[config.mk]
export PLATFORM = sky130hd
export DESIGN_NAME = config_language_tokenizer_top
export DESIGN_NICKNAME = d
export VERILOG_FILES = /design/src/design/clt_pkg.sv /design/src/design/clt_front.sv /design/src/design/clt_fifo.sv /design/src/design/clt_back.sv /design/src/design/config_language_tokenizer_top.sv
export VERILOG_INCLUDE_DIRS = /design/src /design/src/design
export SDC_FILE = /design/constraint.sdc
export NUM_CORES = 1
export LEC_CHECK = 0
export ABC_AREA = 1
export ABC_CLOCK_PERIOD_IN_PS = 8700
export BUFFER_PORTS_ARGS = -buffer_cell sky130_fd_sc_hd__buf_2
export CAP_MARGIN = 15
export CORE_ASPECT_RATIO = 1.1
export CORE_UTILIZATION = 50
export DETAILED_ROUTE_END_ITERATION = 10
export PLACE_DENSITY = 0.64
export SYNTH_ARGS = -nofsm -noshare
export SYNTH_HDL_FRONTEND = slang
export SYNTH_HIERARCHICAL = 1
export SYNTH_SLANG_ARGS = --single-unit
[constraint.sdc]
create_clock -name clk -period 8.7 [get_ports clk]
set_input_delay 1.305 -clock clk [delete_from_list [all_inputs] [get_ports clk]]
set_output_delay 1.305 -clock clk [all_outputs]
set_load 0.02 [all_outputs]
[src/design/config_language_tokenizer_top_macros.svh]
// ----------------------------------------------------------------------------
// config_language_tokenizer_top_macros
// Assertion macros shared by the tokenizer modules.
// ----------------------------------------------------------------------------
`ifndef CONFIG_LANGUAGE_TOKENIZER_TOP_MACROS_SVH
`define CONFIG_LANGUAGE_TOKENIZER_TOP_MACROS_SVH

// condition holds at every edge out of reset
`define CLT_ASSERT_ALWAYS(label, cond, msg) \
  label: assert property (@(posedge clk) disable iff (!rst_n) (cond)) else $error(msg);

// antecedent at one edge implies consequent at the next
`define CLT_ASSERT_NEXT(label, ante, cons, msg) \
  label: assert property (@(posedge clk) disable iff (!rst_n) (ante) |=> (cons)) \
    else $error(msg);

`endif

[src/design/clt_pkg.sv]
// ----------------------------------------------------------------------------
// clt_pkg
// Types, codes and helper functions of the configuration language tokenizer.
// ----------------------------------------------------------------------------
package clt_pkg;

  localparam int unsigned QDepth = 4;
  localparam int unsigned QPtrW  = $clog2(QDepth);
  localparam int unsigned QCntW  = $clog2(QDepth + 1);

  localparam logic OP_BYTE = 1'b0;
  localparam logic OP_END  = 1'b1;

  localparam logic [3:0] KIND_IDENT    = 4'd0;
  localparam logic [3:0] KIND_NUMBER   = 4'd1;
  localparam logic [3:0] KIND_STRING   = 4'd2;
  localparam logic [3:0] KIND_COLON    = 4'd3;
  localparam logic [3:0] KIND_LBRACE   = 4'd4;
  localparam logic [3:0] KIND_RBRACE   = 4'd5;
  localparam logic [3:0] KIND_LBRACKET = 4'd6;
  localparam logic [3:0] KIND_RBRACKET = 4'd7;
  localparam logic [3:0] KIND_COMMA    = 4'd8;
  localparam logic [3:0] KIND_EOF      = 4'd9;
  localparam logic [3:0] KIND_ERROR    = 4'd10;

  localparam logic [1:0] ERR_NONE       = 2'd0;
  localparam logic [1:0] ERR_UNEXPECTED = 2'd1;
  localparam logic [1:0] ERR_UNTERM     = 2'd2;

  typedef enum logic [2:0] {
    MODE_IDLE    = 3'd0,
    MODE_COMMENT = 3'd1,
    MODE_IDENT   = 3'd2,
    MODE_NUMBER  = 3'd3,
    MODE_STRING  = 3'd4,
    MODE_DONE    = 3'd5
  } clt_mode_t;

  typedef enum logic [3:0] {
    CL_SPACE   = 4'd0,  // space, tab, CR
    CL_NEWLINE = 4'd1,
    CL_HASH    = 4'd2,
    CL_IDSTART = 4'd3,  // letter, '_', '-', '='
    CL_DIGIT   = 4'd4,
    CL_PLUS    = 4'd5,  // only valid inside an identifier
    CL_QUOTE   = 4'd6,
    CL_PUNCT   = 4'd7,
    CL_OTHER   = 4'd8
  } clt_class_t;

  typedef struct packed {
    logic       op;
    logic [7:0] source_byte;
  } clt_in_t;

  typedef struct packed {
    logic [3:0]  token_kind;
    logic [1:0]  error_kind;
    logic [7:0]  bad_byte;
    logic [15:0] token_line;
    logic [15:0] token_column;
    logic [31:0] text_offset;
    logic [15:0] text_length;
    logic        last;
  } clt_out_t;

  // queue entry between front and back
  typedef struct packed {
    logic       op;
    logic [7:0] source_byte;
    clt_class_t cls;
    logic [3:0] punct_kind;
  } clt_item_t;

  function automatic logic [15:0] sat16_inc(input logic [15:0] v);
    sat16_inc = (v == 16'hFFFF) ? v : v + 16'd1;
  endfunction

  function automatic logic [31:0] sat32_inc(input logic [31:0] v);
    sat32_inc = (v == 32'hFFFF_FFFF) ? v : v + 32'd1;
  endfunction

  function automatic logic [15:0] sub_floor16(input logic [15:0] a, input logic [15:0] b);
    sub_floor16 = (a >= b) ? a - b : 16'd0;
  endfunction

  function automatic clt_out_t mk_res(input logic [3:0] kind, input logic [1:0] err,
                                      input logic [7:0] bad, input logic [15:0] line,
                                      input logic [15:0] col, input logic [31:0] off,
                                      input logic [15:0] len);
    clt_out_t r;
    r.token_kind   = kind;
    r.error_kind   = err;
    r.bad_byte     = bad;
    r.token_line   = line;
    r.token_column = col;
    r.text_offset  = off;
    r.text_length  = len;
    r.last         = 1'b0;
    mk_res = r;
  endfunction

endpackage

[src/design/clt_front.sv]
// ----------------------------------------------------------------------------
// clt_front
// Input side: takes source transactions and classifies each byte.
// ----------------------------------------------------------------------------
module clt_front
  import clt_pkg::*;
(
  input  logic      rst_n,
  input  logic      in_valid,
  output logic      in_ready,
  input  clt_in_t   in_data,
  input  logic      q_full,
  output logic      q_push,
  output clt_item_t q_item
);

  logic [7:0] c;
  logic       is_alpha;

  assign c        = in_data.source_byte;
  assign is_alpha = (c >= 8'h61 && c <= 8'h7A) || (c >= 8'h41 && c <= 8'h5A);
  // in_ready stays low while in reset
  assign in_ready = !q_full && rst_n;
  assign q_push   = in_valid && in_ready;

  always_comb begin
    q_item.op          = in_data.op;
    q_item.source_byte = c;
    q_item.punct_kind  = KIND_ERROR;
    q_item.cls         = CL_OTHER;
    if (c == 8'h20 || c == 8'h09 || c == 8'h0D) begin
      q_item.cls = CL_SPACE;
    end else if (c == 8'h0A) begin
      q_item.cls = CL_NEWLINE;
    end else if (c == "#") begin
      q_item.cls = CL_HASH;
    end else if (is_alpha || c == "_" || c == "-" || c == "=") begin
      q_item.cls = CL_IDSTART;
    end else if (c >= "0" && c <= "9") begin
      q_item.cls = CL_DIGIT;
    end else if (c == "+") begin
      q_item.cls = CL_PLUS;
    end else if (c == 8'h22) begin
      q_item.cls = CL_QUOTE;
    end else begin
      case (c)
        ":": begin q_item.cls = CL_PUNCT; q_item.punct_kind = KIND_COLON; end
        "{": begin q_item.cls = CL_PUNCT; q_item.punct_kind = KIND_LBRACE; end
        "}": begin q_item.cls = CL_PUNCT; q_item.punct_kind = KIND_RBRACE; end
        "[": begin q_item.cls = CL_PUNCT; q_item.punct_kind = KIND_LBRACKET; end
        "]": begin q_item.cls = CL_PUNCT; q_item.punct_kind = KIND_RBRACKET; end
        ",": begin q_item.cls = CL_PUNCT; q_item.punct_kind = KIND_COMMA; end
        default: q_item.cls = CL_OTHER;
      endcase
    end
  end

endmodule

[src/design/clt_fifo.sv]
// ----------------------------------------------------------------------------
// clt_fifo
// Short queue of classified items between the front and the back.
// ----------------------------------------------------------------------------
`include "config_language_tokenizer_top_macros.svh"

module clt_fifo
  import clt_pkg::*;
(
  input  logic      clk,
  input  logic      rst_n,
  input  logic      push,
  input  clt_item_t push_item,
  input  logic      pop,
  output clt_item_t head_item,
  output logic      full,
  output logic      empty
);

  clt_item_t        mem [QDepth];
  logic [QPtrW-1:0] wr_ptr_r, wr_ptr_nxt;
  logic [QPtrW-1:0] rd_ptr_r, rd_ptr_nxt;
  logic [QCntW-1:0] count_r, count_nxt;

  assign full      = (count_r == QCntW'(QDepth));
  assign empty     = (count_r == '0);
  assign head_item = mem[rd_ptr_r];

  always_comb begin
    wr_ptr_nxt = push ? wr_ptr_r + 1'b1 : wr_ptr_r;
    rd_ptr_nxt = pop  ? rd_ptr_r + 1'b1 : rd_ptr_r;
    count_nxt  = count_r;
    if (push && !pop) begin
      count_nxt = count_r + 1'b1;
    end else if (pop && !push) begin
      count_nxt = count_r - 1'b1;
    end
  end

  always_ff @(posedge clk) begin
    if (!rst_n) begin
      wr_ptr_r <= '0;
      rd_ptr_r <= '0;
      count_r  <= '0;
    end else begin
      wr_ptr_r <= wr_ptr_nxt;
      rd_ptr_r <= rd_ptr_nxt;
      count_r  <= count_nxt;
    end
  end

  always_ff @(posedge clk) begin
    if (push) begin
      mem[wr_ptr_r] <= push_item;
    end
  end

  `CLT_ASSERT_ALWAYS(a_no_push_full, !(push && full && !pop), "push into full queue")
  `CLT_ASSERT_ALWAYS(a_no_pop_empty, !(pop && empty), "pop from empty queue")
  `CLT_ASSERT_ALWAYS(a_count_range, count_r <= QCntW'(QDepth), "queue count out of range")

endmodule

[src/design/clt_back.sv]
// ----------------------------------------------------------------------------
// clt_back
// Scanner: runs the token state machine on queued items and drives results.
// ----------------------------------------------------------------------------
`include "config_language_tokenizer_top_macros.svh"

module clt_back
  import clt_pkg::*;
(
  input  logic      clk,
  input  logic      rst_n,
  input  logic      q_empty,
  input  clt_item_t q_item,
  output logic      q_pop,
  output logic      out_valid,
  input  logic      out_ready,
  output clt_out_t  out_data
);

  clt_mode_t   mode_r, mode_nxt;
  logic [15:0] line_r, line_nxt;
  logic [15:0] col_r, col_nxt;
  logic [31:0] off_r, off_nxt;
  logic [31:0] tstart_r, tstart_nxt;
  logic [15:0] tlen_r, tlen_nxt;

  logic        out_valid_r, out_valid_nxt;
  clt_out_t    out_r, out_nxt;
  logic        pend_valid_r, pend_valid_nxt;
  clt_out_t    pend_r, pend_nxt;

  logic        can_load;
  clt_out_t    r0, r1;
  logic [1:0]  n_res;

  // scratch for the step
  logic        do_idle, flush_hit, idle_emit, ident_more;
  logic [3:0]  flush_kind;
  logic [15:0] col_inc;
  logic [31:0] off_inc;
  clt_out_t    flush_res, idle_res, eof_res;

  assign can_load  = !out_valid_r || out_ready;
  assign q_pop     = !q_empty && !pend_valid_r && can_load;
  assign out_valid = out_valid_r;
  assign out_data  = out_r;

  always_comb begin
    mode_nxt   = mode_r;
    line_nxt   = line_r;
    col_nxt    = col_r;
    off_nxt    = off_r;
    tstart_nxt = tstart_r;
    tlen_nxt   = tlen_r;
    do_idle    = 1'b0;
    flush_hit  = 1'b0;
    idle_emit  = 1'b0;
    r0         = '0;
    r1         = '0;
    n_res      = 2'd0;
    col_inc    = sat16_inc(col_r);
    off_inc    = sat32_inc(off_r);
    ident_more = (q_item.cls == CL_IDSTART) || (q_item.cls == CL_DIGIT)
              || (q_item.cls == CL_PLUS);
    flush_kind = (mode_r == MODE_IDENT) ? KIND_IDENT : KIND_NUMBER;
    flush_res  = mk_res(flush_kind, ERR_NONE, 8'd0, line_r, sub_floor16(col_r, tlen_r),
                        tstart_r, tlen_r);
    eof_res    = mk_res(KIND_EOF, ERR_NONE, 8'd0, line_r, col_r, 32'd0, 16'd0);
    idle_res   = '0;

    if (q_item.op == OP_END) begin
      if (mode_r == MODE_IDENT || mode_r == MODE_NUMBER) begin
        r0    = flush_res;
        r1    = eof_res;
        n_res = 2'd2;
      end else if (mode_r == MODE_STRING) begin
        r0    = mk_res(KIND_ERROR, ERR_UNTERM, 8'd0, line_r, col_r, 32'd0, 16'd0);
        r1    = eof_res;
        n_res = 2'd2;
      end else begin
        r0    = eof_res;
        n_res = 2'd1;
      end
      mode_nxt = MODE_DONE;
    end else begin
      case (mode_r)
        MODE_COMMENT: begin
          if (q_item.cls == CL_NEWLINE) begin
            do_idle = 1'b1;
          end else begin
            col_nxt = col_inc;
            off_nxt = off_inc;
          end
        end
        MODE_IDENT, MODE_NUMBER: begin
          if ((mode_r == MODE_IDENT) ? ident_more : (q_item.cls == CL_DIGIT)) begin
            tlen_nxt = sat16_inc(tlen_r);
            col_nxt  = col_inc;
            off_nxt  = off_inc;
          end else begin
            flush_hit = 1'b1;
            do_idle   = 1'b1;
          end
        end
        MODE_STRING: begin
          col_nxt = col_inc;
          off_nxt = off_inc;
          if (q_item.cls == CL_QUOTE) begin
            // column quirk: text length taken off the column after the close quote
            r0       = mk_res(KIND_STRING, ERR_NONE, 8'd0, line_r,
                              sub_floor16(col_inc, tlen_r), tstart_r, tlen_r);
            n_res    = 2'd1;
            mode_nxt = MODE_IDLE;
          end else begin
            if (q_item.cls == CL_NEWLINE) begin
              line_nxt = sat16_inc(line_r);
            end
            tlen_nxt = sat16_inc(tlen_r);
          end
        end
        MODE_DONE: begin
          mode_nxt = MODE_DONE;
        end
        default: begin
          do_idle = 1'b1;
        end
      endcase

      if (do_idle) begin
        mode_nxt = MODE_IDLE;
        off_nxt  = off_inc;
        if (q_item.cls == CL_NEWLINE) begin
          line_nxt = sat16_inc(line_r);
          col_nxt  = 16'd1;
        end else begin
          col_nxt = col_inc;
          case (q_item.cls)
            CL_SPACE: ;
            CL_HASH: mode_nxt = MODE_COMMENT;
            CL_IDSTART, CL_DIGIT: begin
              mode_nxt   = (q_item.cls == CL_DIGIT) ? MODE_NUMBER : MODE_IDENT;
              tstart_nxt = off_r;
              tlen_nxt   = 16'd1;
            end
            CL_QUOTE: begin
              mode_nxt   = MODE_STRING;
              tstart_nxt = off_inc;
              tlen_nxt   = 16'd0;
            end
            CL_PUNCT: begin
              idle_emit = 1'b1;
              idle_res  = mk_res(q_item.punct_kind, ERR_NONE, 8'd0, line_r,
                                 sub_floor16(col_inc, 16'd1), off_r, 16'd1);
            end
            default: begin
              // stray '+' and every other byte that cannot open a token
              idle_emit = 1'b1;
              idle_res  = mk_res(KIND_ERROR, ERR_UNEXPECTED, q_item.source_byte, line_r,
                                 col_inc, 32'd0, 16'd0);
            end
          endcase
        end
      end

      if (flush_hit) begin
        r0    = flush_res;
        r1    = idle_res;
        n_res = idle_emit ? 2'd2 : 2'd1;
      end else if (idle_emit) begin
        r0    = idle_res;
        n_res = 2'd1;
      end
    end

    r0.last = (n_res == 2'd1);
    r1.last = 1'b1;
  end

  always_comb begin
    out_valid_nxt  = out_valid_r;
    out_nxt        = out_r;
    pend_valid_nxt = pend_valid_r;
    pend_nxt       = pend_r;
    if (pend_valid_r && can_load) begin
      out_nxt        = pend_r;
      out_valid_nxt  = 1'b1;
      pend_valid_nxt = 1'b0;
    end else if (q_pop) begin
      out_nxt        = r0;
      out_valid_nxt  = (n_res != 2'd0);
      pend_nxt       = r1;
      pend_valid_nxt = (n_res == 2'd2);
    end else if (out_ready) begin
      out_valid_nxt = 1'b0;
    end
  end

  always_ff @(posedge clk) begin
    if (!rst_n) begin
      mode_r       <= MODE_IDLE;
      line_r       <= 16'd1;
      col_r        <= 16'd1;
      off_r        <= '0;
      tstart_r     <= '0;
      tlen_r       <= '0;
      out_valid_r  <= 1'b0;
      pend_valid_r <= 1'b0;
    end else begin
      if (q_pop) begin
        mode_r   <= mode_nxt;
        line_r   <= line_nxt;
        col_r    <= col_nxt;
        off_r    <= off_nxt;
        tstart_r <= tstart_nxt;
        tlen_r   <= tlen_nxt;
      end
      out_valid_r  <= out_valid_nxt;
      pend_valid_r <= pend_valid_nxt;
    end
  end

  always_ff @(posedge clk) begin
    out_r  <= out_nxt;
    pend_r <= pend_nxt;
  end

  `CLT_ASSERT_ALWAYS(a_pend_behind_out, !pend_valid_r || out_valid_r, "second result without first")
  `CLT_ASSERT_NEXT(a_done_sticks, mode_r == MODE_DONE, mode_r == MODE_DONE, "left done mode")
  `CLT_ASSERT_ALWAYS(a_line_nonzero, (line_r != 16'd0) && (col_r != 16'd0), "line or column zero")

endmodule

[src/design/config_language_tokenizer_top.sv]
// ----------------------------------------------------------------------------
// config_language_tokenizer_top
// Streaming tokenizer for a small configuration language.
// ----------------------------------------------------------------------------
// Usage:
//   in_*  : one transaction per source byte (op = byte), closed by op = end.
//   out_* : token descriptors (kind, line, column, text offset and length);
//           last marks the final result of an input transaction.
//   Each input gives zero, one or two results. A byte is classified on
//   acceptance and queued (4 entries); the scanner pops it once no second
//   result is pending and the output register can load, and registers its
//   first result, so a result passes the queue and then the output register.
//   Sustained rate is one byte per cycle while out_ready stays high; an item
//   with two results holds the scanner until the second is loaded.
//   Reset (rst_n low, synchronous) empties the queue and output register,
//   returns to line 1, column 1, offset 0. in_ready is low during reset.
//   When out_ready is low the output register holds, the queue fills, and
//   in_ready drops once it is full; nothing is dropped.
// ----------------------------------------------------------------------------
module config_language_tokenizer_top
  import clt_pkg::*;
(
  input  logic     clk,
  input  logic     rst_n,
  input  logic     in_valid,
  output logic     in_ready,
  input  clt_in_t  in_data,
  output logic     out_valid,
  input  logic     out_ready,
  output clt_out_t out_data
);

  logic      q_push, q_pop, q_full, q_empty;
  clt_item_t push_item, head_item;

  clt_front u_front (
    .rst_n    (rst_n),
    .in_valid (in_valid),
    .in_ready (in_ready),
    .in_data  (in_data),
    .q_full   (q_full),
    .q_push   (q_push),
    .q_item   (push_item)
  );

  clt_fifo u_fifo (
    .clk       (clk),
    .rst_n     (rst_n),
    .push      (q_push),
    .push_item (push_item),
    .pop       (q_pop),
    .head_item (head_item),
    .full      (q_full),
    .empty     (q_empty)
  );

  clt_back u_back (
    .clk       (clk),
    .rst_n     (rst_n),
    .q_empty   (q_empty),
    .q_item    (head_item),
    .q_pop     (q_pop),
    .out_valid (out_valid),
    .out_ready (out_ready),
    .out_data  (out_data)
  );

endmodule
Word level (Yosys, flattened, before mapping)
Memories as Yosys holds them, arrays and structs flattened. A register that Yosys moved wholly into a read port is not among the register bits.
Index checks and enable logic that the tools add are counted.

word-level totals
  output and inout port bits = 97
  memory bits (read-only) = 0
  register bits = 313
  memory bits (writable) = 68
  word-level logic and storage cells = 231
  bits in latches = 0
  bits of input ports = 13
  memories kept = 1

operators by class
  bitwise logic cells = 4
  shifts and indexed selects = 0
  add/sub/neg operators = 11
  eq/ne operators = 38
  divide/modulo/power cells = 0
  $lt $le $gt $ge = 9
  reduce and logical (&&, ||, !) cells = 46
  muxes and demuxes = 96
  multiply operators = 0

memory list
  name        depth  bits a word  read ports  clocked after memory_dff  wr ports  line            RTL
  u_fifo.mem  4      17           1           1                         1         clt_fifo.sv:20  clt_item_t mem [QDepth];

operators with widths
  cell                   number
  $mux 95                13
  $mux 16                19
  $pmux 95 s2            1
  $mux 93                2
  $mux 32                4
  $pmux 32 s3            1
  $eq 8x6->1 const B     8
  $pmux 16 s2            2
  $pmux 32 s2            1
  $mux 4                 15
  $add 16x1->16 const B  3
  $eq 16x16->1 const B   3
  $pmux 16 s3            1
  $eq 8x7->1 const B     5
  $add 32x1->32 const B  1
  $eq 32x32->1 const B   1
  $ge 16x16->1           2
  $sub 16x16->16         2
  $eq 8x4->1 const B     3
  $pmux 4 s6             1
  $mux 1                 18
  $mux 2                 9
  $mux 3                 6
  $eq 4x3->1 const B     4
  37 further kinds       79

Depth between registers and ports, before layout
  word-level depth = 15
  gate-level depth with buffers = 24

By module
Netlist, hierarchy kept.

modules (own cells, without submodules)
  module     seq. area each (um^2)  area each (um^2)  instances  cells each
  clt_back   7537.2                 17172.7           1          2257
  clt_fifo   2222.1                 3024.2            1          222
  clt_front  0.0                    456.7             1          91

Worst setup path before layout
OpenSTA, ideal clock, no wires.

  path type = in2reg
  start = in out_ready
  end = reg u_back/pend_r[17] (netlist bit) (enable)
  data required time = 8.089 ns
  library setup time = 0.611 ns
  cell stages on the path = 2
  slack = 1.430 ns
  arrival time = 6.659 ns
  path buffers = 0
  cells stage by stage = nor2_1 nor3_1

between the ends
  longest elaborated chain between the ends = 4
  elaborated cells on any way between the ends = 5
  those cells by class = 1 x bitwise; 4 x reduce/logical

RTL lines
  what                          line                                 RTL
  start, declared               config_language_tokenizer_top.sv:29  input logic out_ready,
  $logic_or 1x1->1 *            clt_back.sv:43                       assign can_load = !out_valid_r || out_ready;
  $logic_and 1x1->1             clt_back.sv:184                      if (pend_valid_r && can_load) begin
  $not 1->1 (no line)           --
  $reduce_and 2->1 (no line) *  --
  end signal, assigned          clt_back.sv:224                      pend_r <= pend_nxt;
  end, declared                 clt_back.sv:30                       clt_out_t pend_r, pend_nxt;

Every way passes the cells marked *; elsewhere a longest branch is shown, timed or not.
A chain may end at the register's enable or synchronous reset.

==> results_dict.tcl <==
set metrics [dict create \
    dieArea_sq_mm 0.04213 \
    pin_count 110 \
    antenna_cells 0 \
    syn_avg_cell_area_sq_um 8.036 \
    grt_antenna_before_repair 1 \
    worst_setup_path_end_kind "flop" \
    synth.top_cells.by_area "edfxtp_1 35%, dfxtp_1 12%, nand2_1 8.6%" \
    syn_to_final_growth_pct 10.50 \
    h-tree-depth 2 \
    fill_cells 3815 \
    crit_fanout 47 \
    ys.flop_type "edfxtp_1" \
    layout.nets 2680 \
    yosysSeqAreaShare_pct 47.25 \
    synth_most_common_cell "nand2_1" \
    critPathRequiredTime_ns 9.10 \
    grt_first_pass_wirelength_mm 100.2 \
    crit_chain "inv_2, o21ai_2, o22ai_1, inv_1, nor2_1, nand2_1, buf_4, inv_2, nor2_1, inv_1, a21oi_2, inv_2, nor3_4, inv_2, nor2_2, inv_2, o211ai_1" \
    core_sq_mm 0.04046 \
    slew_headroom_pct 22.88 \
    drive_gt1_share_pct 11.19 \
    fin_setup_tns_ns 0 \
    cts_setup_buffers 0 \
    yosys.area.top_type_share_pct 35.04 \
    drtPass1Iterations 6 \
    rows 77 \
    root_buffer "clkbuf_16" \
    finalWirelength_mm 64.58 \
    cts_hold_buf 0 \
    slew_viol_final 0 \
    wl_per_cell_microns 20.39 \
    numCtsBuffers 41 \
    grt_max_degree 84 \
    clkTransAtPathRegs_ns 0.06 \
    vias 18638 \
    netlist-cell-type-count 57 \
    syn-cell-area_sq_mm 0.02065 \
    period_share_pct 61.12 \
    initial_core_util_pct 51.04 \
    worst_ir_drop_vdd_mv 0.2367 \
    slowest_stage "nor3_4" \
    cp_data_arrival_time_ns 5.72 \
    slowest_delay_ns 0.82 \
    worstMarginPinSlew_ns 1.148 \
    synth-async-reset-ratio_pct 0 \
    status "complete, no violations" \
    cellLeakagePower_uw 0.009267 \
    antenna_left 0 \
    cts_buffer_depth 3 \
    hold_viol 0 \
    yosysTopAreaCell "edfxtp_1" \
    p_total_uw 8065 \
    grt_usage_pct 30.68 \
    drc 0 \
    synth_edf_count 241 \
    setup_viol 0 \
    maxCapViolations 0 \
    rsz0062_at_grt "false" \
    max_freq_mhz 188.1 \
    crit_top_cell "inv_2" \
    hold_class "reg2reg" \
    synth.top_cells.by_count "474 x nand2_1, 270 x nor2_1, 257 x a21oi_1" \
    cp-start-kind "flop" \
    cts_tree "done" \
    dieWidth_microns 195.8 \
    multi_input_area_sq_mm 0.009244 \
    grt_overflow 0 \
    dpl.hpwl_mm 45.21 \
    ys_warn_count 6 \
    portBuffers 109 \
    ctsResizeCount 0 \
    skew_ns 0.02259 \
    clkLatencyLatePin_ns 0.57 \
    synth_cells 2570 \
    ff_latch_area_sq_mm 0.009759 \
    die_h_microns 215.2 \
    grt_pass1_vias 17689 \
    synth_seq_cells 367 \
    powerDensity_mw_per_mm2 353.4 \
    syn_nets 2628 \
    cts_sinks 367 \
    via_per_inst 5.883 \
    fin_crit_ns 5.317 \
    drt_iter0_markers 1720 \
    gp_congestion 1.031 \
    crit_type "reg2reg" \
]
[worst max-delay path, delay by kind of cell, from the launching register on]
kind	cells	cell delay [ns]
AO/OA/AOI/OAI	4	1.03
buffers and inverters	8	1.91
flip-flops	1	0.72
AND/OR/NAND/NOR	5	1.46
[through the flow]
stage	util [%]	std cells	hold slack, ns	instance area [sq um]	worst slack (ns)
CTS	56.24	3165	0.4539	22760	3.438
global placement	52.88	3088	0.4350	21400	3.634
detailed placement	52.91	3089	0.4383	21410	3.429
finish	56.40	3168	0.4534	22820	3.383
global route	56.40	3168	0.4889	22820	3.083
floorplan	-	2570	0.4115	20650	1.430
[layout by cell type, fill, tap and decap left out, types with 4 or more instances in the layout]
cell / synthesis / layout
nand3_1: 153 / 153
xor2_1: 34 / 34
o21ai_0: 187 / 187
clkbuf_16: 0 / 43
clkbuf_1: 74 / 14
clkinv_1: 4 / 8
nor3_2: 3 / 4
o22ai_1: 31 / 31
o21ai_1: 41 / 41
nor2_2: 11 / 12
nand4_1: 35 / 35
ha_1: 42 / 42
edfxtp_1: 241 / 241
buf_2: 21 / 109
o21ai_2: 11 / 11
nand2_4: 4 / 5
o31ai_1: 34 / 34
o221ai_1: 6 / 6
inv_1: 253 / 252
nand3b_1: 5 / 5
nand2_1: 474 / 473
o211ai_1: 15 / 15
a21o_1: 4 / 4
nor2_1: 270 / 268
nor3_1: 48 / 47
dfxtp_1: 126 / 126
a221oi_1: 16 / 16
clkbuf_8: 0 / 4
nor4_1: 5 / 5
nor2_4: 7 / 8
a21oi_1: 257 / 257
xnor2_1: 11 / 11
buf_4: 13 / 16
or2_2: 11 / 11
nand2_2: 22 / 22
a31oi_1: 16 / 16
inv_2: 31 / 32
a211oi_1: 12 / 12
[report_power, final]
part           switching (uW)  internal, uW
sequential                289          2650
combinational            2540           843
clock                     712          1030
[per-layer routing]
metal  GRT usage, %  share of wire (%)  vias up
met2          50.75                 47      726
li1               -                  -     8917
met5              0                  0        -
met1          40.97                 43     8866
met4          11.48                3.5        0
met3          4.127                6.7      129
[final timing paths]
kind,start,end,slack (ns),cells after the start
worst max-delay path,flop,u_back/out_data[78],3.38,17
worst max register to register,flop,u_back/out_data[78],3.38,17
worst min-delay path,u_fifo/rd_ptr_r[1],u_fifo/rd_ptr_r[1],0.45,1
worst min register to register,u_fifo/rd_ptr_r[1],u_fifo/rd_ptr_r[1],0.45,1
[layout make-up]
cell class | count | area share (%)
Timing Repair Buffer | 129 | 3.256
Clock buffer | 61 | 5.186
Inverter | 289 | 4.764
Sequential cell | 367 | 42.76
Clock inverter | 15 | 0.7182
Tap cell | 513 | 2.812
Multi-Input combinational cell | 1794 | 40.50
[cells by family after synthesis]
family | synth area share (%)
compound gates | 17.72
buf+inv | 8.100
fa+ha+maj | 2.835
simple gates | 22.18
xor+xnor | 1.908
flops | 47.25
[flip-flops by register name (all words and copies together), names as in the netlist, 3 cells and up, named ones only]
name / count
u_back/line_r: 16
u_back/out_data: 95
u_back/off_r: 32
u_back/col_r: 16
u_back/tstart_r: 32
u_back/tlen_r: 16
u_back/pend_r: 78
u_back/mode_r: 3
u_fifo/count_r: 3
u_fifo/mem: 68
No activity file was read; power rests on OpenSTA's default activity.
